<file path="config.mk">
export PLATFORM = sky130hd
export DESIGN_NAME = nec_ir_tol
export DESIGN_NICKNAME = d
export VERILOG_FILES = /design/src/sv/assert_macros.svh /design/src/sv/nec_ir_pkg.sv /design/src/sv/nec_ir_tol.sv
export SDC_FILE = /design/constraint.sdc
export NUM_CORES = 1
export LEC_CHECK = 0
export ABC_AREA = 1
export BUFFER_PORTS_ARGS = -buffer_cell sky130_fd_sc_hd__buf_2
export CELL_PAD_IN_SITES_DETAIL_PLACEMENT = 1
export CELL_PAD_IN_SITES_GLOBAL_PLACEMENT = 2
export CORE_AREA = 2 2 229 208
export CTS_CLUSTER_DIAMETER = 200
export DETAILED_ROUTE_END_ITERATION = 10
export DIE_AREA = 0 0 231 210
export MAX_ROUTING_LAYER = met4
export PLACE_DENSITY_LB_ADDON = 0.1
export SYNTH_ARGS = -nofsm -noshare
export SYNTH_HDL_FRONTEND = slang
export SYNTH_SLANG_ARGS = --single-unit
</file>
<file path="constraint.sdc">
create_clock -name clk -period 16.2 [get_ports clk]
set_clock_uncertainty 0.1 [all_clocks]
set_input_delay 4.86 -clock clk [delete_from_list [all_inputs] [get_ports clk]]
set_output_delay 4.86 -clock clk [all_outputs]
set_load 0.02 [all_outputs]
</file>
<file path="src/sv/assert_macros.svh">
// Assertion macros shared by the decoder RTL.
// No dependencies; include by bare file name.
`ifndef ASSERT_MACROS_SVH
`define ASSERT_MACROS_SVH

// Check a property at every rising edge outside reset.
`define NEC_ASSERT(lbl, clk, rst_n, prop) \
  lbl: assert property (@(posedge clk) disable iff (!rst_n) (prop)) \
    else $error("nec_ir: assertion failed");

// Check that a condition is followed by another in the next cycle.
`define NEC_ASSERT_NEXT(lbl, clk, rst_n, ante, cons) \
  lbl: assert property (@(posedge clk) disable iff (!rst_n) (ante) |=> (cons)) \
    else $error("nec_ir: assertion failed");

`endif

</file>
<file path="src/sv/nec_ir_pkg.sv">
// Package for the NEC infrared pulse decoder: types, register indexes,
// reset values and event codes. No dependencies.
`timescale 1ns / 1ps

package nec_ir_pkg;

  // Fixed field widths
  localparam int STAMP_W   = 16;
  localparam int TARGET_W  = 14;
  localparam int PCT_W     = 7;
  localparam int WORD_BITS = 32;
  localparam int BOUND_W   = 16;
  localparam int CFG_IDX_W = 4;
  localparam int CFG_DAT_W = 16;

  // Default parameter values
  localparam int DEF_FRAME_BITS       = 32;
  localparam int DEF_FRAME_TIMEOUT_US = 14000;
  localparam int DEF_TIMER_BITS       = 16;

  // Register indexes
  localparam logic [CFG_IDX_W-1:0] REG_TIMER_RELOAD = 4'd0;
  localparam logic [CFG_IDX_W-1:0] REG_HDR_MARK     = 4'd1;
  localparam logic [CFG_IDX_W-1:0] REG_HDR_SPACE    = 4'd2;
  localparam logic [CFG_IDX_W-1:0] REG_RPT_SPACE    = 4'd3;
  localparam logic [CFG_IDX_W-1:0] REG_BIT_MARK     = 4'd4;
  localparam logic [CFG_IDX_W-1:0] REG_ZERO_SPACE   = 4'd5;
  localparam logic [CFG_IDX_W-1:0] REG_ONE_SPACE    = 4'd6;
  localparam logic [CFG_IDX_W-1:0] REG_TOL_PCT      = 4'd7;

  // Register reset values
  localparam logic [STAMP_W-1:0]  RST_TIMER_RELOAD = 16'd65535;
  localparam logic [TARGET_W-1:0] RST_HDR_MARK     = 14'd9000;
  localparam logic [TARGET_W-1:0] RST_HDR_SPACE    = 14'd4500;
  localparam logic [TARGET_W-1:0] RST_RPT_SPACE    = 14'd2250;
  localparam logic [TARGET_W-1:0] RST_BIT_MARK     = 14'd560;
  localparam logic [TARGET_W-1:0] RST_ZERO_SPACE   = 14'd560;
  localparam logic [TARGET_W-1:0] RST_ONE_SPACE    = 14'd1690;
  localparam logic [PCT_W-1:0]    RST_TOL_PCT      = 7'd28;

  // Event codes
  localparam logic [1:0] EV_NONE   = 2'd0;
  localparam logic [1:0] EV_FRAME  = 2'd1;
  localparam logic [1:0] EV_REPEAT = 2'd2;

  // Cycles from a target or percent change to a settled window
  localparam int TOL_LAT = 3;

  // Acceptance window for one target
  typedef struct packed {
    logic [BOUND_W-1:0] lo;
    logic [BOUND_W-1:0] hi;
  } win_t;

  // All windows used by the decoder
  typedef struct packed {
    win_t hdr_mark;
    win_t hdr_space;
    win_t rpt_space;
    win_t bit_mark;
    win_t zero_space;
    win_t one_space;
  } win_set_t;

  // One result item
  typedef struct packed {
    logic [1:0]           event_res;
    logic [WORD_BITS-1:0] frame_word;
    logic                 receiving;
  } res_t;

endpackage

</file>
<file path="src/sv/nec_ir_tol.sv">
// Tolerance window for one timing target: lo/hi = target -/+ target*pct/100.
// Three register stages; depends on nec_ir_pkg.
`timescale 1ns / 1ps

module nec_ir_tol import nec_ir_pkg::*; (
  input  logic                clk,
  input  logic [TARGET_W-1:0] target,
  input  logic [PCT_W-1:0]    pct,
  output win_t                win
);

  localparam int PROD_W = TARGET_W + PCT_W;   // 21 bits
  localparam int Y_W    = PROD_W - 2;         // product / 4
  localparam int RCP_W  = 15;
  localparam int MUL_W  = Y_W + RCP_W;
  localparam int TOL_W  = 15;
  localparam int RCP_SH = 19;
  localparam logic [RCP_W-1:0]  RCP_25  = 15'd20971;  // floor(2^19 / 25)
  localparam logic [PROD_W-1:0] HUNDRED = 21'd100;

  logic [PROD_W-1:0] prod_r, prod2_r;
  logic [TOL_W-1:0]  q0_r, tol_r;
  logic [MUL_W-1:0]  mul_c;
  logic [PROD_W-1:0] q0_x100, rem_c;
  logic [TOL_W-1:0]  tol_nxt;
  logic [BOUND_W-1:0] tgt_x, tol_x;

  // Estimate the quotient, at most one below the true value
  assign mul_c = MUL_W'(prod_r[PROD_W-1:2]) * MUL_W'(RCP_25);

  // Correct the estimate with one compare
  assign q0_x100 = (PROD_W'(q0_r) << 6) + (PROD_W'(q0_r) << 5) + (PROD_W'(q0_r) << 2);
  assign rem_c   = prod2_r - q0_x100;
  assign tol_nxt = q0_r + TOL_W'(rem_c >= HUNDRED);

  always_ff @(posedge clk) begin
    prod_r  <= PROD_W'(target) * PROD_W'(pct);
    prod2_r <= prod_r;
    q0_r    <= TOL_W'(mul_c >> RCP_SH);
    tol_r   <= tol_nxt;
  end

  // Build the window; hold the lower bound at zero for wide tolerances
  assign tgt_x  = BOUND_W'(target);
  assign tol_x  = BOUND_W'(tol_r);
  assign win.lo = (tol_x > tgt_x) ? '0 : tgt_x - tol_x;
  assign win.hi = tgt_x + tol_x;

endmodule

</file>
==> qor.yml <==
outcome:
  status: "complete, no violations"
cells_and_area:
  antenna_cells: 0
  syn_to_final_growth_pct: 9.001
  fin_area_um2: 15420
  drive_gt1_share_pct: 4.345
  final_nets: 2302
die:
  start_util_pct: 30.65
  die_area_um2: 48510
  std_cell_rows: 75
  die_h_um: 210
  ios: 54
  core_area_um2: 46170
  fp.dieW_um: 231
placed_design:
  dpl.hpwl_mm: 39.71
  portBuffers: 52
  gp_congestion: 0.8398
  detailed_place.area_um2: 15100
min_path:
  hold_path.class: "reg2reg"
  hold_path_depth: 0
setup_path:
  critPathBufInv: 5
  cpPeakStageDelay_ps: 340
  critPathArrivalTime_ps: 7120
  crit_type: "in2out"
  ff2ff_path_depth: 17
  cp_max_fo: 12
  crit_cells: 14
  required_ps: 11240
  critPathSlowestCell: "nor3_1"
  crit_chain: "buf_2 -> inv_1 -> ha_1 -> inv_1 -> fa_1 -> nand3_1 -> nand2_1 -> nand2_1 -> nand2_2 -> nand3_1 -> nand2_1 -> inv_1 -> nor3_1 -> buf_2"
  crit_path_end_kind: "primary output"
  crit_family: "simple AND/OR/NAND/NOR gates"
  startpoint_type: "primary input"
clocking:
  cts.sinks: 72
  cts_tree: "done"
  path_clk_slew_ps: 60
  cts-root-buf: "clkbuf_16"
  htreeDepth: 3
  clockBufferDepth: 2
  clock_latency_ps: 370
  holdBufCountCts: 0
  cts_buffers: 9
  cts-resized-gates: 0
  post-cts-setup-buffer-count: 0
sta:
  min_period_ps: 12080
  fmax_mhz: 82.76
  period_share_pct: 74.59
  tns_ps: 0
  setup_viol: 0
  slew_headroom_pct: 38.68
  rsz0062_at_grt: "false"
  final_max_slew_viol_count: 0
  whs_ps: 230.9
  hold_viol_final: 0
  worst_pin_slew_ps: 911.3
grt:
  grt_pass1_vias: 12434
  grt_pass1_wl_mm: 70.96
  grt_antenna_before_repair: 1
  grt_use_total_pct: 19.69
  grt-ovfl-total: 0
  grt_max_degree: 15
detailed_routing:
  antenna_left: 0
  via_count: 11274
  via_per_inst: 4.589
  drt_iter0_drc: 440
  detail_route.wl_per_cell_um: 17.96
  drc: 0
  routed_wl_mm: 44.13
  dr.pass1.iters: 4
job:
  drv_cap: 0
logic_synthesis:
  yosysSeqAreaShare_pct: 10.19
  netlist_area_um2: 14150
  synth_flop_cell: "dfxtp_1"
  ys_warn_count: 0
  async_reset_ff_share_pct: 0
  syn_nets: 2255
  synth-edff-count: 0
  ys_ff_latch: 72
  synth_cells: 1790
  syn_area_per_cell_um2: 7.905
  yosysUniqueCellTypes: 40
[placed cells by master, fill, tap and decap left out, types with 2 or more instances in the layout]
cell type / Yosys / routed
inv_1: 456 / 456
nand2_1: 329 / 329
ha_1: 251 / 251
fa_1: 192 / 192
nor2_1: 105 / 105
a21oi_1: 100 / 100
dfxtp_1: 72 / 72
xor2_1: 59 / 59
nand3_1: 55 / 55
buf_2: 4 / 52
o21ai_0: 45 / 45
nor3_1: 21 / 21
nand4_1: 15 / 15
a21o_1: 12 / 12
xnor2_1: 9 / 9
clkbuf_16: 0 / 9
o21bai_1: 8 / 8
nor4_1: 7 / 7
nand3b_1: 6 / 6
o211ai_1: 4 / 4
a31oi_1: 3 / 3
nand2_2: 3 / 3
or2_2: 2 / 2
o31ai_1: 2 / 2
nor2_4: 2 / 2
a221oi_1: 2 / 2
o21a_1: 2 / 2
clkinv_4: 0 / 2
bufinv_16: 0 / 2
[cell usage after synthesis (2+ instances only)]
cell        n  share of area (%)
nor3_1     21               0.74
a31oi_1     3               0.13
nor4_1      7               0.31
nor2_1    105                2.8
a221oi_1    2               0.12
nand4_1    15               0.66
nand2_2     3               0.13
nand2_1   329                8.7
nor2_4      2               0.16
o21ai_0    45                1.6
a21o_1     12               0.64
o21a_1      2               0.11
dfxtp_1    72                 10
o211ai_1    4               0.21
or2_2       2              0.088
clkbuf_1    9               0.24
buf_2       4               0.14
xor2_1     59                3.7
buf_4       3               0.16
fa_1      192                 27
xnor2_1     9               0.56
a21oi_1   100                3.5
ha_1      251                 22
o21bai_1    8               0.42
nand3_1    55                1.9
inv_1     456                 12
nand3b_1    6               0.32
o31ai_1     2               0.11
[cells by family after synthesis]
group | share of synthesized area [%]
buffers and inverters | 12.66
other | 0.02650
XOR/XNOR | 4.209
AO/OA/AOI/OAI | 7.295
adder cells (fa/ha/maj) | 49.36
AND/OR/NAND/NOR | 16.26
flip-flops | 10.19
[layer usage]
layer	vias up	share of wire [%]	GRT usage, %
met5	-	0	-
met4	0	0.58	2.447
met3	14	1.6	1.772
met2	68	44	29.38
met1	5604	54	29.57
li1	5588	-	-
[final timing paths]
| kind | end | slack [ps] | start |
|---|---|---|---|
| worst max register to register | q0_r[4]$_DFF_P_ | 10230 | prod_r[12]$_DFF_P_ |
| worst min register to register | prod2_r[0]$_DFF_P_ | 230 | prod_r[0]$_DFF_P_ |
| worst max-delay path | win[28] | 4120 | target[0] |
| worst min-delay path | prod2_r[0]$_DFF_P_ | 230 | prod_r[0]$_DFF_P_ |
[through the flow]
stage / worst slack, ps / std cells / util (%)
floorplan: 4456 / 1790 / -
global placement: 4182 / 2442 / 32.72
detailed placement: 4139 / 2442 / 32.72
CTS: 4127 / 2457 / 33.41
global route: 3911 / 2457 / 33.41
finish: 4117 / 2457 / 33.41
[final cells by class]
type                            count  area, um2
Clock buffer                        9      225.2
Multi-Input combinational cell   1245      10920
Inverter                          457       1715
Tap cell                          616      770.7
Fill cell                        5627      30750
Timing Repair Buffer               52      260.3
Clock inverter                      6      93.84
Sequential cell                    72       1441
[worst reg2reg max path: stages (launching register included)]
cell and delay (ps):
dfxtp_1 680, ha_1 310, inv_1 70, fa_1 520, inv_1 70, fa_1 520
fa_1 460, fa_1 550, inv_1 60, fa_1 590, inv_1 60, ha_1 330
nand2_1 160, nor2_1 240, nand3_1 90, o21ai_0 470, a21oi_1 160, xnor2_1 400
[flip-flops by register name, indices dropped and copies added, names as in the netlist]
| signal | cells |
|---|---|
| prod_r | 21 |
| q0_r | 15 |
| tol_r | 15 |
| prod2_r | 21 |
Power is left out: the tool's default activity adds up to more than one toggle a clock period on the data nets, which glitch-free logic cannot reach.
