$ cat src/sv/assert_macros.svh
// Assertion macros shared by the decoder RTL.
// No dependencies; include by bare file name.
`ifndef ASSERT_MACROS_SVH
`define ASSERT_MACROS_SVH

// Check a property at every rising edge outside reset.
`define NEC_ASSERT(lbl, clk, rst_n, prop) \
  lbl: assert property (@(posedge clk) disable iff (!rst_n) (prop)) \
    else $error("nec_ir: assertion failed");

// Check that a condition is followed by another in the next cycle.
`define NEC_ASSERT_NEXT(lbl, clk, rst_n, ante, cons) \
  lbl: assert property (@(posedge clk) disable iff (!rst_n) (ante) |=> (cons)) \
    else $error("nec_ir: assertion failed");

`endif

$ cat src/sv/nec_ir_pkg.sv
// Package for the NEC infrared pulse decoder: types, register indexes,
// reset values and event codes. No dependencies.
`timescale 1ns / 1ps

package nec_ir_pkg;

  // Fixed field widths
  localparam int STAMP_W   = 16;
  localparam int TARGET_W  = 14;
  localparam int PCT_W     = 7;
  localparam int WORD_BITS = 32;
  localparam int BOUND_W   = 16;
  localparam int CFG_IDX_W = 4;
  localparam int CFG_DAT_W = 16;

  // Default parameter values
  localparam int DEF_FRAME_BITS       = 32;
  localparam int DEF_FRAME_TIMEOUT_US = 14000;
  localparam int DEF_TIMER_BITS       = 16;

  // Register indexes
  localparam logic [CFG_IDX_W-1:0] REG_TIMER_RELOAD = 4'd0;
  localparam logic [CFG_IDX_W-1:0] REG_HDR_MARK     = 4'd1;
  localparam logic [CFG_IDX_W-1:0] REG_HDR_SPACE    = 4'd2;
  localparam logic [CFG_IDX_W-1:0] REG_RPT_SPACE    = 4'd3;
  localparam logic [CFG_IDX_W-1:0] REG_BIT_MARK     = 4'd4;
  localparam logic [CFG_IDX_W-1:0] REG_ZERO_SPACE   = 4'd5;
  localparam logic [CFG_IDX_W-1:0] REG_ONE_SPACE    = 4'd6;
  localparam logic [CFG_IDX_W-1:0] REG_TOL_PCT      = 4'd7;

  // Register reset values
  localparam logic [STAMP_W-1:0]  RST_TIMER_RELOAD = 16'd65535;
  localparam logic [TARGET_W-1:0] RST_HDR_MARK     = 14'd9000;
  localparam logic [TARGET_W-1:0] RST_HDR_SPACE    = 14'd4500;
  localparam logic [TARGET_W-1:0] RST_RPT_SPACE    = 14'd2250;
  localparam logic [TARGET_W-1:0] RST_BIT_MARK     = 14'd560;
  localparam logic [TARGET_W-1:0] RST_ZERO_SPACE   = 14'd560;
  localparam logic [TARGET_W-1:0] RST_ONE_SPACE    = 14'd1690;
  localparam logic [PCT_W-1:0]    RST_TOL_PCT      = 7'd28;

  // Event codes
  localparam logic [1:0] EV_NONE   = 2'd0;
  localparam logic [1:0] EV_FRAME  = 2'd1;
  localparam logic [1:0] EV_REPEAT = 2'd2;

  // Cycles from a target or percent change to a settled window
  localparam int TOL_LAT = 3;

  // Acceptance window for one target
  typedef struct packed {
    logic [BOUND_W-1:0] lo;
    logic [BOUND_W-1:0] hi;
  } win_t;

  // All windows used by the decoder
  typedef struct packed {
    win_t hdr_mark;
    win_t hdr_space;
    win_t rpt_space;
    win_t bit_mark;
    win_t zero_space;
    win_t one_space;
  } win_set_t;

  // One result item
  typedef struct packed {
    logic [1:0]           event_res;
    logic [WORD_BITS-1:0] frame_word;
    logic                 receiving;
  } res_t;

endpackage

$ cat src/sv/nec_ir_core.sv
// Decode step and result register: pulse length, window match, bit shift
// and frame/repeat reporting. Depends on nec_ir_pkg.
`timescale 1ns / 1ps

module nec_ir_core import nec_ir_pkg::*; #(
  parameter int FRAME_BITS       = DEF_FRAME_BITS,
  parameter int FRAME_TIMEOUT_US = DEF_FRAME_TIMEOUT_US,
  parameter int TIMER_BITS       = DEF_TIMER_BITS
) (
  input  logic               clk,
  input  logic               rst_n,
  input  logic               item_v,
  input  logic               op,
  input  logic [STAMP_W-1:0] stamp,
  input  logic               level,
  input  logic [STAMP_W-1:0] reload,
  input  win_set_t           wins,
  input  logic               res_ready,
  output logic               slot_free,
  output logic               res_v,
  output res_t               res
);

  localparam int LW  = TIMER_BITS + 1;
  localparam int CW  = (LW > 17) ? LW : 17;
  localparam int BCW = $clog2(FRAME_BITS + 1);
  localparam logic [STAMP_W-1:0] STAMP_MASK = (TIMER_BITS >= STAMP_W) ? '1 :
    STAMP_W'((64'd1 << TIMER_BITS) - 64'd1);
  localparam logic [BCW:0]  FB_C    = (BCW + 1)'(FRAME_BITS);
  localparam logic [CW-1:0] TIMEOUT = CW'(FRAME_TIMEOUT_US);

  typedef enum logic [1:0] {
    PH_IDLE, PH_HDR_SPACE, PH_BIT_MARK, PH_BIT_SPACE
  } phase_t;

  phase_t               phase_r, phase_nxt;
  logic [WORD_BITS-1:0] shift_r, shift_nxt;
  logic [BCW-1:0]       bcnt_r, bcnt_nxt;
  logic [STAMP_W-1:0]   last_t_r, last_t_nxt;
  logic                 last_l_r, last_l_nxt;
  logic                 res_v_r;
  res_t                 res_r, res_nxt;

  logic [STAMP_W-1:0] now_c;
  logic [LW-1:0]      wrap_c;
  logic [CW-1:0]      len_c;
  logic [BCW:0]       bnum_c;
  logic [WORD_BITS-1:0] word_c;
  logic               fire;

  function automatic logic near(input logic [CW-1:0] len, input win_t w);
    near = (len >= CW'(w.lo)) && (len <= CW'(w.hi));
  endfunction

  assign slot_free = !res_v_r || res_ready;
  assign fire      = item_v && slot_free;

  // Length of the level that just ended, with counter wrap
  assign now_c  = stamp & STAMP_MASK;
  assign wrap_c = LW'(reload) - LW'(last_t_r) + LW'(now_c) + LW'(1);
  assign len_c  = (now_c >= last_t_r) ? CW'(now_c - last_t_r) : CW'(wrap_c);

  assign bnum_c = {1'b0, bcnt_r} + 1'b1;
  assign word_c = shift_r | (WORD_BITS'(1) << bcnt_r);

  // Next decoder state and result
  always_comb begin
    phase_nxt  = phase_r;
    shift_nxt  = shift_r;
    bcnt_nxt   = bcnt_r;
    last_t_nxt = last_t_r;
    last_l_nxt = last_l_r;
    res_nxt.event_res  = EV_NONE;
    res_nxt.frame_word = '0;
    if (op) begin
      if (phase_r != PH_IDLE && len_c > TIMEOUT) begin
        phase_nxt = PH_IDLE;
        shift_nxt = '0;
        bcnt_nxt  = '0;
      end
    end else begin
      last_t_nxt = now_c;
      last_l_nxt = level;
      case (phase_r)
        PH_IDLE: begin
          if (!last_l_r && near(len_c, wins.hdr_mark)) phase_nxt = PH_HDR_SPACE;
        end
        PH_HDR_SPACE: begin
          phase_nxt = PH_IDLE;
          shift_nxt = '0;
          bcnt_nxt  = '0;
          if (last_l_r && near(len_c, wins.hdr_space)) begin
            phase_nxt = PH_BIT_MARK;
          end else if (last_l_r && near(len_c, wins.rpt_space)) begin
            res_nxt.event_res = EV_REPEAT;
          end
        end
        PH_BIT_MARK: begin
          if (!last_l_r && near(len_c, wins.bit_mark)) begin
            phase_nxt = PH_BIT_SPACE;
          end else begin
            phase_nxt = PH_IDLE;
            shift_nxt = '0;
            bcnt_nxt  = '0;
          end
        end
        PH_BIT_SPACE: begin
          if (last_l_r && (near(len_c, wins.zero_space) ||
                           near(len_c, wins.one_space))) begin
            // A zero wins when both windows overlap
            if (!near(len_c, wins.zero_space)) shift_nxt = word_c;
            phase_nxt = PH_BIT_MARK;
            bcnt_nxt  = BCW'(bnum_c);
            if (bnum_c >= FB_C) begin
              if (shift_nxt[23:16] == ~shift_nxt[31:24]) begin
                res_nxt.event_res  = EV_FRAME;
                res_nxt.frame_word = shift_nxt;
              end
              phase_nxt = PH_IDLE;
              shift_nxt = '0;
              bcnt_nxt  = '0;
            end
          end else begin
            phase_nxt = PH_IDLE;
            shift_nxt = '0;
            bcnt_nxt  = '0;
          end
        end
        default: begin
          phase_nxt = PH_IDLE;
          shift_nxt = '0;
          bcnt_nxt  = '0;
        end
      endcase
    end
    res_nxt.receiving = (phase_nxt != PH_IDLE);
  end

  // Hold state and result; advance only when an item fires
  always_ff @(posedge clk) begin
    if (!rst_n) begin
      phase_r  <= PH_IDLE;
      shift_r  <= '0;
      bcnt_r   <= '0;
      last_t_r <= '0;
      last_l_r <= 1'b1;
      res_v_r  <= 1'b0;
    end else begin
      if (fire) begin
        phase_r  <= phase_nxt;
        shift_r  <= shift_nxt;
        bcnt_r   <= bcnt_nxt;
        last_t_r <= last_t_nxt;
        last_l_r <= last_l_nxt;
        res_v_r  <= 1'b1;
      end else if (res_ready) begin
        res_v_r  <= 1'b0;
      end
    end
    if (fire) res_r <= res_nxt;
  end

  assign res_v = res_v_r;
  assign res   = res_r;

endmodule

$ cat config.mk
export PLATFORM = sky130hd
export DESIGN_NAME = nec_ir_core
export DESIGN_NICKNAME = d
export VERILOG_FILES = /design/src/sv/assert_macros.svh /design/src/sv/nec_ir_pkg.sv /design/src/sv/nec_ir_core.sv
export SDC_FILE = /design/constraint.sdc
export NUM_CORES = 1
export LEC_CHECK = 0
export BUFFER_PORTS_ARGS = -buffer_cell sky130_fd_sc_hd__buf_4
export CAP_MARGIN = 25
export CORE_MARGIN = 2
export CORE_UTILIZATION = 30
export DETAILED_ROUTE_END_ITERATION = 10
export GPL_TIMING_DRIVEN = 0
export HOLD_SLACK_MARGIN = 0.03
export PLACE_DENSITY = 0.52
export SYNTH_ARGS = -nofsm -noshare
export SYNTH_HDL_FRONTEND = slang
export SYNTH_SLANG_ARGS = --single-unit
$ cat constraint.sdc
create_clock -name clk -period 6.12 [get_ports clk]
set_clock_uncertainty 0.1 [all_clocks]
set_input_delay 0.306 -clock clk [delete_from_list [all_inputs] [get_ports clk]]
set_output_delay 0.306 -clock clk [all_outputs]
set_load 0.01 [all_outputs]
==> run metrics, run 1 <==
share of the synthesized area in the top cell type=0.2496; Peak supply drop=0.1457 mV; hold_buf cts=0; DRC violations left=0; Final ANT Viol Nets=0; EDFF count, synth=35; number of global-route vias before repair=11790; final wirelength=42530 um; Initial Util=0.3060; largest net degree at the start of global routing=41; fin crit share=0.9873; layout cell share with drive strength beyond 1=0.2504; cell area after layout=15810 um^2; crit path max fanout=7; Slowest-stage cell, CP=fa_1; Seq/Total Area, Yosys=0.1862; mapped cell area=11880 um^2; Critical Path RT=6240 ps; dpl ws=-1202 ps; worst endpoint data arrival time=6160 ps; Post-DP Area=14720 um^2; Syn Area/Cell=8.001 um^2; Core Footprint=38830 um^2; Synth Net Count=1969; clk_lat worst skew=370 ps; Placed Instances=2280; fmax=165.5 MHz; Buffers on Ports=266; Worst Slack Setup Final=77.68 ps; gr usage total=0.2038; global-route wire length before repair=65520 um; total CTS buffers=9; H-tree Lvls=3; Async SR Flop Fraction=0; Leak=7.649 nW; row count=72; Setup TNS Final=0 ps; CTS Root Cell=clkbuf_16; initial antenna violation count=1; final cell count without fillers=2335; Design Power=3.447 mW; HP Start=level; reg2reg end=res[2]$_SDFFCE_PP0P_; ys flop type=dfxtp_1; WL per Instance=18.22 um; worst min path class=in2reg; largest cells by area after synthesis=ha_1, dfxtp_1, inv_1, edfxtp_1, a21oi_1; Hold Crit Depth=3; drt first-iter violations=603; Max Cap Violations=0; Worst R2R Path Depth=25; power per cell area=218.0 nW/um^2; drt via density=4.986; number of synthesized register bits=93; WS Path Type=reg2reg; clk sinks=93; Setup violations, final=0; hold-critical path endpoint=last_l_r$_SDFFE_PN1P_; vias=11640; flop-to-flop setup slack=80 ps; DP HPWL=33980 um; P&R area growth vs syn=33.08%; cells after synthesis=1485; CP startpoint kind=flop; final-stage net count=2296; Die W=203.0 um; largest area contributor in the netlist=ha_1; CTS max path bufs=2; Reg2Reg Launch Point=last_t_r[2]$_SDFFE_PN0P_; status=finished clean; Max stage delay on crit path=500 ps; Crit. End Element=flop; ANT cells=0; Hold Fails Final Rpt=0; slew at the pin closest to its max-slew limit=915.6 ps; I/O Pins=267; GP Congestion=0.8659; Worst slew margin=0.3873; Die Y=203.0 um; CTS tree=yes; minimum clock period=6042 ps; Synthesis Warnings=0; pins over their slew limit=0; clock slew seen by the registers of the worst setup and hold paths=90 ps; post-synthesis cell type count=84; First-pass DRT Iterations=7; RSZ-0062 raised after global routing=true; die area=41210 um^2; GR Overflow Total=0
-- flip-flops by register name, indices dropped and copies added, names as in the netlist --
register	count
bcnt_r	6
res	35
phase_r	2
last_t_r	16
shift_r	32
res_v	1
last_l_r	1
-- per-stage QoR --
step	utilization	hold WS (ps)
floorplan	-	330.1
global placement	0.3741	348.6
detailed placement	0.3792	353.7
CTS	0.3924	47.62
global route	0.4072	65.99
finish	0.4072	54.17
-- placed cells by master, fill, tap and decap left out, types with 39 or more instances in the layout --
| master | instances |
|---|---|
| buf_4 | 302 |
| o21a_1 | 54 |
| nor2_1 | 63 |
| o21ai_0 | 47 |
| inv_1 | 277 |
| dfxtp_1 | 57 |
| a21oi_1 | 97 |
| ha_1 | 234 |
| a21o_1 | 39 |
| nand2_1 | 100 |
-- repair_timing --
action | in CTS | in global routing
resized for setup | 25 | 70
gates cloned | 0 | 4
endpoints found under the hold margin | 0 | 0
setup endpoints to repair | 75 | 71
pin swaps | 6 | 31
setup buffers | 10 | 26
-- worst max-delay path: cells and delay by family (launching register included) --
| kind | cells | cell delay [ps] |
|---|---|---|
| AOI/OAI and AO/OA | 10 | 2510 |
| xor gates and xnor gates | 1 | 170 |
| adders and majority gates | 3 | 940 |
| buffers and inverters | 5 | 760 |
| DFF | 1 | 340 |
| and+or+nand+nor | 6 | 1050 |
-- how the worst max path moves through the flow --
stage | startpoint | endpoint | slack, ps | depth (start not counted)
floorplan | last_t_r[4]$_SDFFE_PN0P_ | res[19]$_SDFFCE_PP0P_ | 90 | 25
global placement | stamp[4] | res[9]$_SDFFCE_PP0P_ | -2370 | 24
detailed placement | stamp[10] | res[9]$_SDFFCE_PP0P_ | -1200 | 24
CTS | last_t_r[2]$_SDFFE_PN0P_ | res[8]$_SDFFCE_PP0P_ | 10 | 25
global route | last_t_r[2]$_SDFFE_PN0P_ | res[7]$_SDFFCE_PP0P_ | -150 | 25
finish | last_t_r[2]$_SDFFE_PN0P_ | res[2]$_SDFFCE_PP0P_ | 80 | 25
-- final cells by class --
class	instances	area (um^2)
fillers	4009	23020
repair buffers	317	2540
clock inverters	7	93.84
plain buffers	36	269.0
multi-input cells	1074	8758
well taps	518	648.1
inverters	281	1064
clock buffers	9	225.2
flip-flops and latches	93	2213
-- kinds of logic (layout without fill, tap and decap cells) --
| group | count (synthesis) | in the layout | synth area share |
|---|---|---|---|
| AND/OR/NAND/NOR | 386 | 386 | 0.1734 |
| adder cells (fa/ha/maj) | 254 | 254 | 0.2782 |
| AO/OA/AOI/OAI | 399 | 399 | 0.2279 |
| buffers and inverters | 318 | 650 | 0.1070 |
| flip-flops | 93 | 93 | 0.1862 |
| XOR/XNOR | 25 | 25 | 0.01843 |
| multiplexers | 10 | 10 | 0.008846 |
-- routing by layer --
metal	track usage	share of wire
met4	0.05214	0.018
met1	0.2650	0.46
met3	0.02392	0.048
met2	0.3571	0.47
met5	0	0.00031
-- synthesized netlist by cell type, drive strengths merged, types with 4 or more instances --
cell / count
nor2b: 24
buf: 19
inv: 281
o211ai: 11
a2111oi: 5
mux2i: 6
o2111ai: 5
nor3: 37
xor2: 14
a211o: 5
nand3b: 7
a21boi: 24
edfxtp: 35
ha: 237
o311ai: 4
xnor2: 11
nor4: 15
mux2: 4
nand2b: 15
nand3: 28
clkbuf: 18
nand4: 29
o21ai: 64
dfxtp: 58
and2: 7
o21a: 54
nor2: 94
nor3b: 5
a211oi: 17
nand2: 104
a21o: 40
a21oi: 108
fa: 17
or3: 4
o31ai: 9
o22ai: 5
a31oi: 12
-- report_power, final --
| part | switching [mW] | internal (mW) | leakage [nW] |
|---|---|---|---|
| clock network | 0.304 | 0.295 | 0.153 |
| logic | 1.22 | 0.958 | 6.68 |
| registers | 0.0130 | 0.661 | 0.817 |
Power figures use the tool's default switching activity.
==> run 2, diff against run 1 <==
--- a/config.mk
+++ b/config.mk
@@ -8,11 +8,11 @@
 export BUFFER_PORTS_ARGS = -buffer_cell sky130_fd_sc_hd__buf_4
 export CAP_MARGIN = 25
 export CORE_MARGIN = 2
-export CORE_UTILIZATION = 30
+export CORE_UTILIZATION = 35
 export DETAILED_ROUTE_END_ITERATION = 10
 export GPL_TIMING_DRIVEN = 0
 export HOLD_SLACK_MARGIN = 0.03
-export PLACE_DENSITY = 0.52
+export PLACE_DENSITY = 0.59
 export SYNTH_ARGS = -nofsm -noshare
 export SYNTH_HDL_FRONTEND = slang
 export SYNTH_SLANG_ARGS = --single-unit
==> run metrics, run 2 (synthesis results as in run 1) <==
slew at the pin closest to its max-slew limit=902.5 ps (was 915.6 ps); I/O Pins=267 (unchanged); final wirelength=40670 um (was 42530 um); crit path from=last_t_r[2]$_SDFFE_PN0P_ (unchanged); Placed Instances=2209 (was 2280); number of global-route vias before repair=11530 (was 11790); most frequent cells in the layout=buf_4, inv_1, ha_1 (unchanged); fin crit share=0.9780 (was 0.9873); gr usage total=0.2249 (was 0.2038); DP HPWL=32450 um (was 33980 um); drt first-iter violations=718 (was 603); vias=11700 (was 11640); worst endpoint data arrival time=6090 ps (was 6160 ps); Hold Fails Final Rpt=0 (unchanged); global-route wire length before repair=62580 um (was 65520 um); hold_buf cts=0 (unchanged); final cell count without fillers=2262 (was 2335); Reg2Reg Launch Point=last_t_r[2]$_SDFFE_PN0P_ (unchanged); Critical Path RT=6230 ps (was 6240 ps); max reg flops=35 (unchanged); Flop pwr share=0.201 (was 0.196); CTS max path bufs=2 (unchanged); largest net degree at the start of global routing=41 (unchanged); Die W=188.2 um (was 203.0 um); fmax=167.1 MHz (was 165.5 MHz); cell area after layout=15500 um^2 (was 15810 um^2); WS Path Type=reg2reg (unchanged); Pint=1.877 mW (was 1.915 mW); commonest non-fill, non-tap cell in the layout=buf_4 (unchanged); Leak=7.616 nW (was 7.649 nW); CTS tree=yes (unchanged); pins over their slew limit=0 (unchanged); CP startpoint kind=flop (unchanged); initial antenna violation count=2 (was 1); DRC violations left=0 (unchanged); GR Overflow Total=0 (unchanged); Worst slew margin=0.3961 (was 0.3873); layout cell share with drive strength beyond 1=0.2423 (was 0.2504); multi-input logic area=8685 um^2 (was 8758 um^2); Post-DP Area=14620 um^2 (was 14720 um^2); drt via density=5.171 (was 4.986); total CTS buffers=9 (unchanged); HP Start=level (unchanged); clk sinks=93 (unchanged); CTS Root Cell=clkbuf_16 (unchanged); Hold Slack=44.92 ps (was 54.17 ps); die area=35440 um^2 (was 41210 um^2); P&R area growth vs syn=30.46% (was 33.08%); GP Congestion=0.9187 (was 0.8659); Peak supply drop=0.1353 mV (was 0.1457 mV); Sw Pwr=1.486 mW (was 1.532 mW); Core Footprint=33450 um^2 (was 38830 um^2); power per cell area=217.0 nW/um^2 (was 218.0 nW/um^2); total area of sequential cells=2213 um^2 (unchanged); row count=67 (was 72); Final ANT Viol Nets=0 (unchanged); Max Cap Violations=0 (unchanged); combinational power share=0.630 (was 0.631); clock power share=0.170 (was 0.174); status=finished clean (unchanged); RSZ-0062 raised after global routing=true (unchanged); Die Y=188.2 um (was 203.0 um); Setup violations, final=0 (unchanged); minimum clock period=5985 ps (was 6042 ps); clock slew seen by the registers of the worst setup and hold paths=90 ps (about the same); Crit. End Element=flop (unchanged); H-tree Lvls=3 (unchanged); Buffers on Ports=266 (unchanged); final-stage net count=2291 (was 2296); Initial Util=0.3552 (was 0.3060); Filler cells=3321 (was 4009); Switching Share=0.4418 (was 0.4445); crit path max fanout=7 (unchanged); clk_lat worst skew=370 ps (about the same); First-pass DRT Iterations=5 (was 7); worst min path class=in2reg (unchanged); WL per Instance=17.98 um (was 18.22 um)
[run 2: worst paths after layout]
kind,end,slack [ps],cells after the start
hold / removal,last_l_r$_SDFFE_PN1P_,40,3
hold reg to reg,shift_r[1]$_SDFFE_PN0P_,370,1
setup reg to reg,res[8]$_SDFFCE_PP0P_,130,25
setup / recovery,res[8]$_SDFFCE_PP0P_,130,25
[run 2: power groups by stage]
stage / clock network (mW) / logic, mW / registers [mW]
after floorplan: 0 / 1.22 / 0.692
after global placement: 0 / 1.81 / 0.689
after detailed placement: 0 / 1.94 / 0.689
after CTS: 0.588 / 2.04 / 0.675
after global routing: 0.609 / 2.37 / 0.677
final: 0.572 / 2.12 / 0.674
[run 2: critical path, stage by stage (launching register included)]
cell and delay (ps):
dfxtp_2 340, fa_1 510, inv_2 50, ha_4 250
nor2b_4 130, o31a_1 310, o21a_1 220, nor2_2 140
xnor2_2 160, nor2_2 90, a21oi_4 180, buf_8 150
ha_4 190, a211o_1 320, nor2_2 130, a211oi_2 100
o41ai_4 370, a32oi_4 240, a211o_1 350, buf_6 140
nand2b_4 130, a221o_1 360, or4_4 430, buf_12 170
buf_12 140, a21oi_4 110
[run 2: per-layer routing]
| layer | part of all wire | up-vias | global-route usage |
|---|---|---|---|
| li1 | - | 5856 | - |
| met1 | 0.44 | 5428 | 0.2907 |
| met2 | 0.47 | 359 | 0.3811 |
| met3 | 0.065 | 53 | 0.03557 |
| met4 | 0.028 | 0 | 0.07632 |
| met5 | 0 | - | 0 |
[run 2: layout make-up]
| class | instances | share of cell area |
|---|---|---|
| Tap cell | 448 | 0.03616 |
| Clock buffer | 9 | 0.01453 |
| Timing Repair Buffer | 312 | 0.1564 |
| Inverter | 281 | 0.06829 |
| Multi-Input combinational cell | 1074 | 0.5603 |
| Buffer | 36 | 0.01655 |
| Sequential cell | 93 | 0.1428 |
| Clock inverter | 7 | 0.004601 |
| Antenna cell | 2 | 0.0003229 |
[run 2: timing repair]
action	CTS	global route
resized for setup	24	47
buffers inserted	15	20
gates cloned	0	1
pin swaps	8	27
setup endpoints to repair	74	71
[run 2: per-stage QoR]
| step | utilization | setup WS, ps | setup TNS [ps] | power [mW] |
|---|---|---|---|---|
| 2_1_floorplan | - | 91.18 | 0 | 1.913 |
| 3_3_place_gp | 0.4317 | -2536 | -159250 | 2.499 |
| 3_5_place_dp | 0.4371 | -1086 | -64840 | 2.624 |
| 4_1_cts | 0.4525 | 17.73 | 0 | 3.298 |
| 5_1_grt | 0.4634 | -85.97 | -1827 | 3.660 |
| 6_report | 0.4634 | 134.9 | 0 | 3.363 |
==> run 3, diff against run 2 <==
--- a/config.mk
+++ b/config.mk
@@ -12,7 +12,7 @@
 export DETAILED_ROUTE_END_ITERATION = 10
 export GPL_TIMING_DRIVEN = 0
 export HOLD_SLACK_MARGIN = 0.03
-export PLACE_DENSITY = 0.59
+export PLACE_DENSITY = 0.64
 export SYNTH_ARGS = -nofsm -noshare
 export SYNTH_HDL_FRONTEND = slang
 export SYNTH_SLANG_ARGS = --single-unit
==> run metrics, run 3 (synthesis results as in run 1) <==
Slowest-stage cell, CP=fa_1 (unchanged); Max stage delay on crit path=470 ps (was 510 ps); Initial Util=0.3552 (unchanged); final core utilization=0.4610 (was 0.4634); total CTS buffers=9 (unchanged); Filler cells=3319 (was 3321); cell mode on critical path=buf_6 (was nor2_2); Worst Slack Setup Final=234.7 ps (was 134.9 ps); initial antenna violation count=2 (unchanged); Leak=7.583 nW (was 7.616 nW); status=finished clean (unchanged); delay-heaviest family, CP=compound AO/OA/AOI/OAI gates (unchanged); final-stage net count=2287 (was 2291); DRC violations left=0 (unchanged); Hold Crit Depth=3 (unchanged); met1 global-route usage=0.2797 (was 0.2907); Hold Fails Final Rpt=0 (unchanged); crit path buf inv count=5 (unchanged); First-pass DRT Iterations=5 (unchanged); GP Congestion=0.9113 (was 0.9187); vias=11670 (was 11700); die area=35440 um^2 (unchanged); H-tree Lvls=3 (unchanged); CTS tree=yes (unchanged); clk_lat worst skew=360 ps (was 370 ps); power per cell area=220.2 nW/um^2 (was 217.0 nW/um^2); gr busiest metal=met2 (unchanged); WL per Instance=17.77 um (was 17.98 um); Post-DP Area=14580 um^2 (was 14620 um^2); fmax=169.9 MHz (was 167.1 MHz); Final ANT Viol Nets=0 (unchanged); crit path max fanout=10 (was 7); Die W=188.2 um (unchanged); WS Path Type=reg2reg (unchanged); critical path depth=25 (unchanged); Core Footprint=33450 um^2 (unchanged); grt met2 use=0.3869 (was 0.3811); worst min path class=in2reg (unchanged); P&R area growth vs syn=29.77% (was 30.46%); CTS Root Cell=clkbuf_16 (unchanged); fin crit share=0.9617 (was 0.9780); GR Overflow Total=0 (unchanged); Worst R2R Path Depth=25 (unchanged); Setup TNS Final=0 ps (unchanged); met3 Use GR=0.03315 (was 0.03557); Worst slew margin=0.4230 (was 0.3961); largest net degree at the start of global routing=41 (unchanged); Max Cap Violations=0 (unchanged); global-route wire length before repair=61870 um (was 62580 um); Die Y=188.2 um (unchanged); Buffers on Ports=266 (unchanged); cell area after layout=15420 um^2 (was 15500 um^2); Peak supply drop=0.1461 mV (was 0.1353 mV); dpl ws=-1200 ps (was -1086 ps); layout cell share with drive strength beyond 1=0.2406 (was 0.2423); Critical Path RT=6230 ps (about the same); drt via density=5.170 (was 5.171); minimum clock period=5885 ps (was 5985 ps); slew at the pin closest to its max-slew limit=862.3 ps (was 902.5 ps); worst endpoint data arrival time=5990 ps (was 6090 ps); Hold Slack=47.95 ps (was 44.92 ps); Setup violations, final=0 (unchanged); most frequent cells in the layout=buf_4, inv_1, ha_1 (unchanged); clock slew seen by the registers of the worst setup and hold paths=80 ps (was 90 ps); gr usage total=0.2223 (was 0.2249); CTS max path bufs=2 (unchanged); Crit. End Element=flop (unchanged); row count=67 (unchanged); final wirelength=40120 um (was 40670 um); commonest non-fill, non-tap cell in the layout=buf_4 (unchanged); DP HPWL=32570 um (was 32450 um); max reg flops=35 (unchanged); clk sinks=93 (unchanged); number of global-route vias before repair=11540 (was 11530); I/O Pins=267 (unchanged); CP startpoint kind=flop (unchanged); drt first-iter violations=685 (was 718); pins over their slew limit=0 (unchanged)
[run 3: changes by cell type in the layout (fill, tap and decap cells not counted), moves of 4 or more]
cell,previous run,this run
buf_6,7,13
buf_8,8,4
clkbuf_2,5,1
nor2_2,5,11
nor2_4,27,19
[run 3: layout make-up]
class                   instances  area (um^2)  area share
inverters                     281         1059     0.06865
clock buffers                  10        239.0     0.01550
clock inverters                 6        75.07    0.004869
multi-input cells            1074         8667      0.5621
flip-flops and latches         93         2213      0.1436
repair buffers                308         2365      0.1534
diodes                          2        5.005   0.0003246
well taps                     448        560.5     0.03635
plain buffers                  36        235.2     0.01526
[run 3: final timing paths]
| path | to | startpoint | slack (ps) |
|---|---|---|---|
| max reg2reg | res[8]$_SDFFCE_PP0P_ | last_t_r[2]$_SDFFE_PN0P_ | 230 |
| min reg2reg | shift_r[4]$_SDFFE_PN0P_ | shift_r[4]$_SDFFE_PN0P_ | 370 |
| min | last_l_r$_SDFFE_PN1P_ | level | 50 |
| max | res[8]$_SDFFCE_PP0P_ | last_t_r[2]$_SDFFE_PN0P_ | 230 |
[run 3: per-layer routing]
metal	share of wire	vias up	routed length (um)
met1	0.43	5445	17350
met2	0.47	345	18980
met4	0.030	0	1209
met5	0	-	0
met3	0.064	43	2584
li1	-	5840	-
[run 3: repair_timing]
| action | CTS | global route |
|---|---|---|
| setup buffers | 10 | 23 |
| hold endpoints to repair | 0 | 0 |
| gates resized for setup | 23 | 38 |
| hold buffers | 0 | 0 |
| pin swaps | 6 | 17 |
| setup endpoints to repair | 73 | 71 |
[run 3: per-stage QoR]
step	power, mW	cells
2_1_floorplan	1.913	1485
3_3_place_gp	2.492	2199
3_5_place_dp	2.619	2208
4_1_cts	3.304	2233
5_1_grt	3.684	2257
6_report	3.395	2258
[run 3: worst reg2reg max path, delay by kind of cell (launching register included)]
| family | cells | cell delay (ps) |
|---|---|---|
| AND/OR/NAND/NOR | 6 | 1030 |
| adder cells (fa/ha/maj) | 3 | 1010 |
| flip-flops | 1 | 340 |
| AO/OA/AOI/OAI | 10 | 2410 |
| buffers and inverters | 5 | 710 |
| XOR/XNOR | 1 | 150 |
[run 3: report_power, final]
part / switching, mW / internal [mW] / leakage (nW) / total [mW]
Clock: 0.272 / 0.335 / 0.152 / 0.607
Sequential: 0.0127 / 0.662 / 0.817 / 0.674
Combinational: 1.18 / 0.930 / 6.61 / 2.11
Total: 1.47 / 1.93 / 7.58 / 3.39
